===== src/sv/dec2i_pkg.sv =====
// Shared types and constants for the decimal text to int64 converter.
package dec2i_pkg;

  localparam int unsigned CharW  = 8;
  localparam int unsigned ValueW = 64;
  localparam int unsigned DigitW = 4;

  localparam logic [CharW-1:0] ChMinus = 8'h2D;
  localparam logic [CharW-1:0] ChZero  = 8'h30;
  localparam logic [CharW-1:0] ChNine  = 8'h39;

  // Largest magnitudes: negative int64, positive int64, uint64.
  localparam logic [ValueW-1:0] LimNeg  = 64'h8000_0000_0000_0000;
  localparam logic [ValueW-1:0] LimPos  = 64'h7FFF_FFFF_FFFF_FFFF;
  localparam logic [ValueW-1:0] LimUns  = 64'hFFFF_FFFF_FFFF_FFFF;

  // Quotient and remainder of each limit by ten, for the pre-multiply check.
  localparam logic [ValueW-1:0] QuotNeg = LimNeg / 64'd10;
  localparam logic [ValueW-1:0] QuotPos = LimPos / 64'd10;
  localparam logic [ValueW-1:0] QuotUns = LimUns / 64'd10;
  localparam logic [DigitW-1:0] RemNeg  = DigitW'(LimNeg % 64'd10);
  localparam logic [DigitW-1:0] RemPos  = DigitW'(LimPos % 64'd10);
  localparam logic [DigitW-1:0] RemUns  = DigitW'(LimUns % 64'd10);

  typedef struct packed {
    logic [CharW-1:0] character;
    logic             last_char;
  } item_t;

  typedef struct packed {
    logic [ValueW-1:0] value;
    logic              ok;
  } result_t;

endpackage


===== src/sv/dec2i_in_reg.sv =====
// Input register: captures one character transaction and holds it until consumed.
module dec2i_in_reg (
  input  logic            clk_i,
  input  logic            rst_ni,
  input  logic            valid_i,
  output logic            ready_o,
  input  dec2i_pkg::item_t item_i,
  output logic            valid_o,
  output dec2i_pkg::item_t item_o,
  input  logic            advance_i
);
  import dec2i_pkg::*;

  logic  valid_q, valid_d;
  item_t item_q;

  assign ready_o = !valid_q || advance_i;
  assign valid_d = ready_o ? valid_i : valid_q;

  always_ff @(posedge clk_i or negedge rst_ni) begin
    if (!rst_ni) begin
      valid_q <= 1'b0;
    end else begin
      valid_q <= valid_d;
    end
  end

  always_ff @(posedge clk_i) begin
    if (ready_o && valid_i) begin
      item_q <= item_i;
    end
  end

  assign valid_o = valid_q;
  assign item_o  = item_q;

endmodule


===== src/sv/dec2i_core.sv =====
// Parse state and combinational step logic: accumulate digits, check range, form result.
module dec2i_core (
  input  logic               clk_i,
  input  logic               rst_ni,
  input  logic               fire_i,
  input  dec2i_pkg::item_t   item_i,
  input  logic               signed_mode_i,
  output logic               res_valid_o,
  output dec2i_pkg::result_t res_o
);
  import dec2i_pkg::*;

  logic [ValueW-1:0] mag_q, mag_d;
  logic              neg_q, neg_d;
  logic              first_q, first_d;
  logic              failed_q, failed_d;

  logic              is_minus, is_digit, fits;
  logic [DigitW-1:0] digit;
  logic [ValueW-1:0] quot, mag_next, mag_eff;
  logic [DigitW-1:0] rem;
  logic              neg_eff, fail_eff;

  assign is_minus = first_q && signed_mode_i && (item_i.character == ChMinus);
  assign is_digit = (item_i.character >= ChZero) && (item_i.character <= ChNine);
  assign digit    = DigitW'(item_i.character - ChZero);

  always_comb begin
    priority if (neg_q) begin
      quot = QuotNeg;
      rem  = RemNeg;
    end else if (signed_mode_i) begin
      quot = QuotPos;
      rem  = RemPos;
    end else begin
      quot = QuotUns;
      rem  = RemUns;
    end
  end

  assign fits     = (mag_q < quot) || ((mag_q == quot) && (digit <= rem));
  // times ten as two shifts and an add
  assign mag_next = (mag_q << 3) + (mag_q << 1) + ValueW'(digit);

  always_comb begin
    mag_eff  = mag_q;
    neg_eff  = neg_q;
    fail_eff = failed_q;
    if (!failed_q) begin
      priority if (is_minus) begin
        neg_eff = 1'b1;
      end else if (is_digit && fits) begin
        mag_eff = mag_next;
      end else begin
        fail_eff = 1'b1;
      end
    end
  end

  always_comb begin
    mag_d    = mag_q;
    neg_d    = neg_q;
    first_d  = first_q;
    failed_d = failed_q;
    if (fire_i) begin
      if (item_i.last_char) begin
        // drop the string state once its result is out
        mag_d    = '0;
        neg_d    = 1'b0;
        first_d  = 1'b1;
        failed_d = 1'b0;
      end else begin
        mag_d    = mag_eff;
        neg_d    = neg_eff;
        first_d  = 1'b0;
        failed_d = fail_eff;
      end
    end
  end

  always_ff @(posedge clk_i or negedge rst_ni) begin
    if (!rst_ni) begin
      mag_q    <= '0;
      neg_q    <= 1'b0;
      first_q  <= 1'b1;
      failed_q <= 1'b0;
    end else begin
      mag_q    <= mag_d;
      neg_q    <= neg_d;
      first_q  <= first_d;
      failed_q <= failed_d;
    end
  end

  assign res_valid_o = fire_i && item_i.last_char;
  always_comb begin
    res_o.ok    = !fail_eff;
    res_o.value = fail_eff ? '0 : (neg_eff ? ('0 - mag_eff) : mag_eff);
  end

  a_clear_after_last: assert property (@(posedge clk_i) disable iff (!rst_ni)
    fire_i && item_i.last_char |=> first_q && !failed_q && !neg_q && (mag_q == '0))
    else $error("string state not cleared after last character");

  a_first_drops: assert property (@(posedge clk_i) disable iff (!rst_ni)
    fire_i && !item_i.last_char |=> !first_q)
    else $error("first-character flag still set after a character");

  a_failed_sticky: assert property (@(posedge clk_i) disable iff (!rst_ni)
    failed_q && !(fire_i && item_i.last_char) |=> failed_q)
    else $error("error flag lost mid-string");

  a_failed_not_first: assert property (@(posedge clk_i) disable iff (!rst_ni)
    failed_q |-> !first_q)
    else $error("error flag set before any character");

endmodule


===== src/sv/dec2i_out_reg.sv =====
// Output register: holds one result transaction until the receiver takes it.
module dec2i_out_reg (
  input  logic               clk_i,
  input  logic               rst_ni,
  input  logic               load_i,
  input  dec2i_pkg::result_t res_i,
  output logic               space_o,
  output logic               valid_o,
  input  logic               ready_i,
  output dec2i_pkg::result_t res_o
);
  import dec2i_pkg::*;

  logic    valid_q, valid_d;
  result_t res_q;

  assign space_o = !valid_q || ready_i;

  always_comb begin
    valid_d = valid_q;
    if (ready_i) begin
      valid_d = 1'b0;
    end
    if (load_i) begin
      valid_d = 1'b1;
    end
  end

  always_ff @(posedge clk_i or negedge rst_ni) begin
    if (!rst_ni) begin
      valid_q <= 1'b0;
    end else begin
      valid_q <= valid_d;
    end
  end

  always_ff @(posedge clk_i) begin
    if (load_i) begin
      res_q <= res_i;
    end
  end

  assign valid_o = valid_q;
  assign res_o   = res_q;

  a_no_overwrite: assert property (@(posedge clk_i) disable iff (!rst_ni)
    load_i |-> space_o)
    else $error("result loaded while previous one still held");

  a_failed_is_zero: assert property (@(posedge clk_i) disable iff (!rst_ni)
    valid_q && !res_q.ok |-> (res_q.value == '0))
    else $error("failed result carries a nonzero value");

endmodule


===== src/sv/decimal_text_to_int64_checked_top.sv =====
// Top level of the checked ASCII decimal to 64-bit integer converter.
//
// Input channel (in_valid_i / in_ready_o): one ASCII character per transaction,
// with last_char_i marking the final character of a string. Output channel
// (out_valid_o / out_ready_i): one result per string, value_o and ok_o; a
// failed string gives value 0 with ok 0. Config channel (cfg_valid_i /
// cfg_ready_o): writes signed_mode, always ready; write only while idle.
//
// Throughput: one character per cycle, but a last character waits while the
// result slot is taken. Its result is formed in the step stage and registered
// in the output register. The timing path is the times-ten multiply-add of
// the 64-bit magnitude followed by the negate in the single step stage.
//
// Reset clears the string state, sets signed_mode to 1 and empties both
// registers. When the receiver stalls, the output register holds its result;
// characters that are not last keep flowing, and a last character waits in
// the input register until the result slot frees, which then backs up the
// input channel.
module decimal_text_to_int64_checked_top (
  input  logic        clk_i,
  input  logic        rst_ni,
  input  logic        in_valid_i,
  output logic        in_ready_o,
  input  logic [7:0]  character_i,
  input  logic        last_char_i,
  output logic        out_valid_o,
  input  logic        out_ready_i,
  output logic [63:0] value_o,
  output logic        ok_o,
  input  logic        cfg_valid_i,
  output logic        cfg_ready_o,
  input  logic        cfg_signed_mode_i
);
  import dec2i_pkg::*;

  logic    signed_mode_q;
  item_t   in_item, s1_item;
  logic    s1_valid, advance, space;
  logic    res_valid;
  result_t res, out_res;

  assign cfg_ready_o = 1'b1;

  always_ff @(posedge clk_i or negedge rst_ni) begin
    if (!rst_ni) begin
      signed_mode_q <= 1'b1;
    end else if (cfg_valid_i) begin
      signed_mode_q <= cfg_signed_mode_i;
    end
  end

  assign in_item.character = character_i;
  assign in_item.last_char = last_char_i;

  // advance unless a last character finds the result slot taken
  assign advance = s1_valid && (!s1_item.last_char || space);

  dec2i_in_reg u_in_reg (
    .clk_i     (clk_i),
    .rst_ni    (rst_ni),
    .valid_i   (in_valid_i),
    .ready_o   (in_ready_o),
    .item_i    (in_item),
    .valid_o   (s1_valid),
    .item_o    (s1_item),
    .advance_i (advance)
  );

  dec2i_core u_core (
    .clk_i         (clk_i),
    .rst_ni        (rst_ni),
    .fire_i        (advance),
    .item_i        (s1_item),
    .signed_mode_i (signed_mode_q),
    .res_valid_o   (res_valid),
    .res_o         (res)
  );

  dec2i_out_reg u_out_reg (
    .clk_i   (clk_i),
    .rst_ni  (rst_ni),
    .load_i  (res_valid),
    .res_i   (res),
    .space_o (space),
    .valid_o (out_valid_o),
    .ready_i (out_ready_i),
    .res_o   (out_res)
  );

  assign value_o = out_res.value;
  assign ok_o    = out_res.ok;

endmodule

===== config.mk =====
export PLATFORM = sky130hd
export DESIGN_NAME = decimal_text_to_int64_checked_top
export DESIGN_NICKNAME = d
export VERILOG_FILES = /design/src/sv/dec2i_pkg.sv /design/src/sv/dec2i_in_reg.sv /design/src/sv/dec2i_core.sv /design/src/sv/dec2i_out_reg.sv /design/src/sv/decimal_text_to_int64_checked_top.sv
export SDC_FILE = /design/constraint.sdc
export NUM_CORES = 1
export LEC_CHECK = 0
export BUFFER_PORTS_ARGS = -buffer_cell sky130_fd_sc_hd__buf_2
export CAP_MARGIN = 20
export CORE_MARGIN = 8
export CORE_UTILIZATION = 50
export CTS_CLUSTER_SIZE = 40
export DETAILED_ROUTE_END_ITERATION = 6
export GPL_ROUTABILITY_DRIVEN = 0
export PLACE_DENSITY_LB_ADDON = 0.1
export SLEW_MARGIN = 15
export SYNTH_ARGS = -nofsm -noshare
export SYNTH_HDL_FRONTEND = slang
export SYNTH_SLANG_ARGS = --single-unit

===== constraint.sdc =====
create_clock -name clk_i -period 7.7 [get_ports clk_i]
set_input_delay 0.77 -clock clk_i [delete_from_list [all_inputs] [get_ports clk_i]]
set_output_delay 0.77 -clock clk_i [all_outputs]
set_load 0.1 [all_outputs]

==> flow_metrics.env <==
export IMPL_rr_startpoint="u_core.neg_q"
export IMPL_finalWirelength_um=48000
export IMPL_postSynth_asyncResetShare_pct=48.6
export IMPL_antenna_found_initial=0
export IMPL_dr_total_vias=14100
export IMPL_start_kind="flip-flop"
export IMPL_setup_violations=0
export IMPL_hold_viol=0
export IMPL_top_layer_used="met4"
export IMPL_pin_count=83
export IMPL_synth_area_leader_cell="edfxtp_1"
export IMPL_yosys_warnings=0
export IMPL_fin_worst_skew_ns=0.0185
export IMPL_reg2reg_depth=20
export IMPL_io_buffers=81
export IMPL_viasPerCell=6.47
export IMPL_wl_met1_um=22300
export IMPL_cap_violations=0
export IMPL_hold_path_class="in2async"
export IMPL_drive_gt1_share_pct=10.2
export IMPL_powerDensity_nw_per_um2=130
export IMPL_critPathKind="reg2reg"
export IMPL_yosysUniqueCellTypes=103
export IMPL_dr_pass1_iters=5
export IMPL_p_clk_share_pct=44.3
export IMPL_slew_headroom_pct=25.7
export IMPL_holdWs_ns=0.251
export IMPL_switching_share_pct=29.4
export IMPL_dr_wl_met2_um=19900
export IMPL_wl_per_cell_um=22.1
export IMPL_cts_max_path_buffers=2
export IMPL_leakagePower_uw=0.00671
export IMPL_grt_start_max_net_pins=71
export IMPL_postCtsSetupBuffers=0
export IMPL_cts_tree="yes"
export IMPL_cp_required_ns=7.88
export IMPL_track_usage_pct=28.1
export IMPL_overflow=0
export IMPL_yosysTopAreaCellShare_pct=15.5
export IMPL_period_needed_ns=6.20
export IMPL_dieArea_um2=34300
export IMPL_rsz0062_at_grt="false"
export IMPL_status="finished clean"
export IMPL_final_fill_count=2677
export IMPL_initial_core_util_pct=50.3
export IMPL_p_switching_uw=599
export IMPL_worst_pin_slew_ns=1.11
export IMPL_comb_power_share_pct=14.4
export IMPL_cts_buffers=17
export IMPL_clock_sinks=144
export IMPL_root_buffer="clkbuf_16"
export IMPL_cp_arrival_ns=6.37
export IMPL_finalCritPeriodShare_pct=80.5
export IMPL_r2r_end="u_out_reg.res_o[57]"
export IMPL_place_ws_ns=1.60
export IMPL_synth_edf_count=74
export IMPL_report_final_slew_viol_count=0
export IMPL_cts_hold_buffers=0
export IMPL_synth_fp_nets=1907
export IMPL_post_route_drc_count=0
export IMPL_p_int_uw=1440
export IMPL_cts_resized_gates=0
export IMPL_cp_end_kind="flip-flop"
export IMPL_grt_pass1_vias=13100
export IMPL_grt_pass1_wl_um=75100
export IMPL_max_freq_ghz=0.161
export IMPL_area_delta_synth_final_pct=9.68
export IMPL_synth_seq_cells=144
export IMPL_seqPwrFrac_pct=41.3
export IMPL_r2r_slack_ns=1.50
export IMPL_setup_slack_ns=1.50
export IMPL_dieHeight_um=185
export IMPL_die_x_um=185
export IMPL_nets=1947
export IMPL_peakVddDrop_v=0.000136
export IMPL_rows=62
export IMPL_synth_area_um2=14300
export IMPL_crit_fanout=14
export IMPL_initialDrtViolationCount=1548
export IMPL_h_tree_depth=4
export IMPL_antenna_left=0
export IMPL_clkTransAtPathRegs_ns=0.07
export IMPL_fin_tns_setup_ns=0
export IMPL_place_hpwl_um=36800
export IMPL_yosysSeqAreaShare_pct=27.8
export IMPL_synth_area_leaders="edfxtp_1 (16%), ha_1 (13%), dfrtp_1 (12%)"
export IMPL_synthFlopType="edfxtp_1"
export IMPL_wl_met3_um=4580
export IMPL_core_area_um2=28500
export IMPL_antenna_cells=0
export IMPL_clk_latency_ns=0.44
export IMPL_startpoint="u_core.neg_q"
export IMPL_synthCells=1738
export IMPL_syn_area_per_cell_um2=8.23
## state kept, by name, indices dropped and copies added, names as in the netlist
register and flops:
u_core.first_q 1, u_core.failed_q 1, u_core.mag_q 64, u_out_reg.valid_o 1
u_in_reg.valid_o 1, u_core.neg_q 1, u_in_reg.item_o 9, u_out_reg.res_o 65
signed_mode_q 1
## per-layer routing
metal / track usage, % / up-vias
met5: 0 / -
met4: 8.83 / 0
met3: 5.47 / 89
met2: 41.4 / 685
met1: 40.7 / 6704
li1: - / 6594
## power groups by stage
stage	combinational, uW	clock, uW	sequential (uW)
6_report	294	903	844
5_1_grt	312	938	846
4_1_cts	291	912	844
3_5_place_dp	290	0	859
3_3_place_gp	288	0	859
2_1_floorplan	118	0	961
## Yosys cell counts, types with 15 or more instances
cell      number
a211oi_1      20
a21o_1        34
a21oi_1      154
a31oi_1       27
and3_1        20
clkbuf_1      53
dfrtp_1       68
edfxtp_1      74
ha_1         152
inv_1         38
mux2i_1       22
nand2_1      177
nand2b_1      19
nand3_1       30
nand4_1       38
nor2_1       175
nor3_1        55
nor4_1        17
o21a_1        26
o21ai_0      144
o22ai_1       15
or3_1         26
xnor2_1       46
xor2_1        53
## through the flow
step                      utilization [%]  instances  cell area, um2  total power (uW)
final                                55.1       2175           15700              2040
after global routing                 55.1       2175           15700              2100
after CTS                            55.0       2174           15700              2050
after detailed placement             52.8       2142           15000              1150
after global placement               52.8       2142           15000              1150
after floorplan                         -       1738           14300              1080
## cell type report
class	count	area, um2	share of cell area (%)
clock buffer	17	425	2.71
clock inverter	15	211	1.35
timing repair buffer	96	541	3.44
tap	384	480	3.06
multi-input combinational	1480	9910	63.2
sequential	144	3980	25.3
inverter	39	149	0.949
## worst max-delay path: stages, from the launching register on
cell and delay, ns:
dfrtp_1 0.57, or2_1 0.31, inv_1 0.29, ha_1 0.32
and4b_1 0.23, o211ai_1 0.09, a2111oi_0 0.12, o21bai_1 0.21
or4b_4 0.55, o31ai_4 0.56, nor2_1 0.08, a21oi_1 0.29
ha_1 0.35, o2111ai_1 0.21, mux2i_4 0.34, a21boi_2 0.36
nand2b_2 0.22, nor4_2 0.44, a31oi_1 0.15, xor2_1 0.17
nor2_1 0.05
## logic make-up (layout without fill, tap and decap cells)
| logic type | Yosys count | in the layout | share of synthesized area, % |
|---|---|---|---|
| other | 1 | 1 | 0.0262 |
| DFF | 144 | 144 | 27.8 |
| buffers and inverters | 114 | 167 | 3.18 |
| AOI/OAI and AO/OA | 544 | 544 | 23.8 |
| xor gates and xnor gates | 100 | 100 | 6.17 |
| muxes | 28 | 28 | 2.09 |
| and+or+nand+nor | 651 | 651 | 23.2 |
| adders and majority gates | 156 | 156 | 13.7 |
## placed cells by master, fill, tap and decap left out, drive strengths merged, types with 9 or more instances in the layout
master	n
ha	152
and2	13
or3	27
xor2	53
a21o	34
nor2	175
xnor2	47
o22ai	15
nor3	58
o31ai	15
a211oi	20
or4	10
nor4	22
dfrtp	68
nor2b	13
buf	96
clkbuf	17
o21ai	154
o21bai	10
nand3	31
a21boi	11
nand4	39
nand2b	20
clkinv	9
a21oi	155
and3	20
o21a	26
mux2i	23
o211ai	14
nand2	177
inv	41
edfxtp	74
a31oi	27
## how the worst max path moves through the flow
| stage | to | slack (ns) | cells after the start |
|---|---|---|---|
| finish | u_out_reg.res_o[57] | 1.50 | 20 |
| global route | u_out_reg.res_o[61] | 1.14 | 20 |
| CTS | u_out_reg.res_o[57] | 1.55 | 20 |
| detailed placement | u_out_reg.res_o[57] | 1.60 | 20 |
| global placement | u_out_reg.res_o[57] | 1.73 | 19 |
| floorplan | u_out_reg.res_o[57] | 1.89 | 24 |
(Power assumes the default switching activity.)
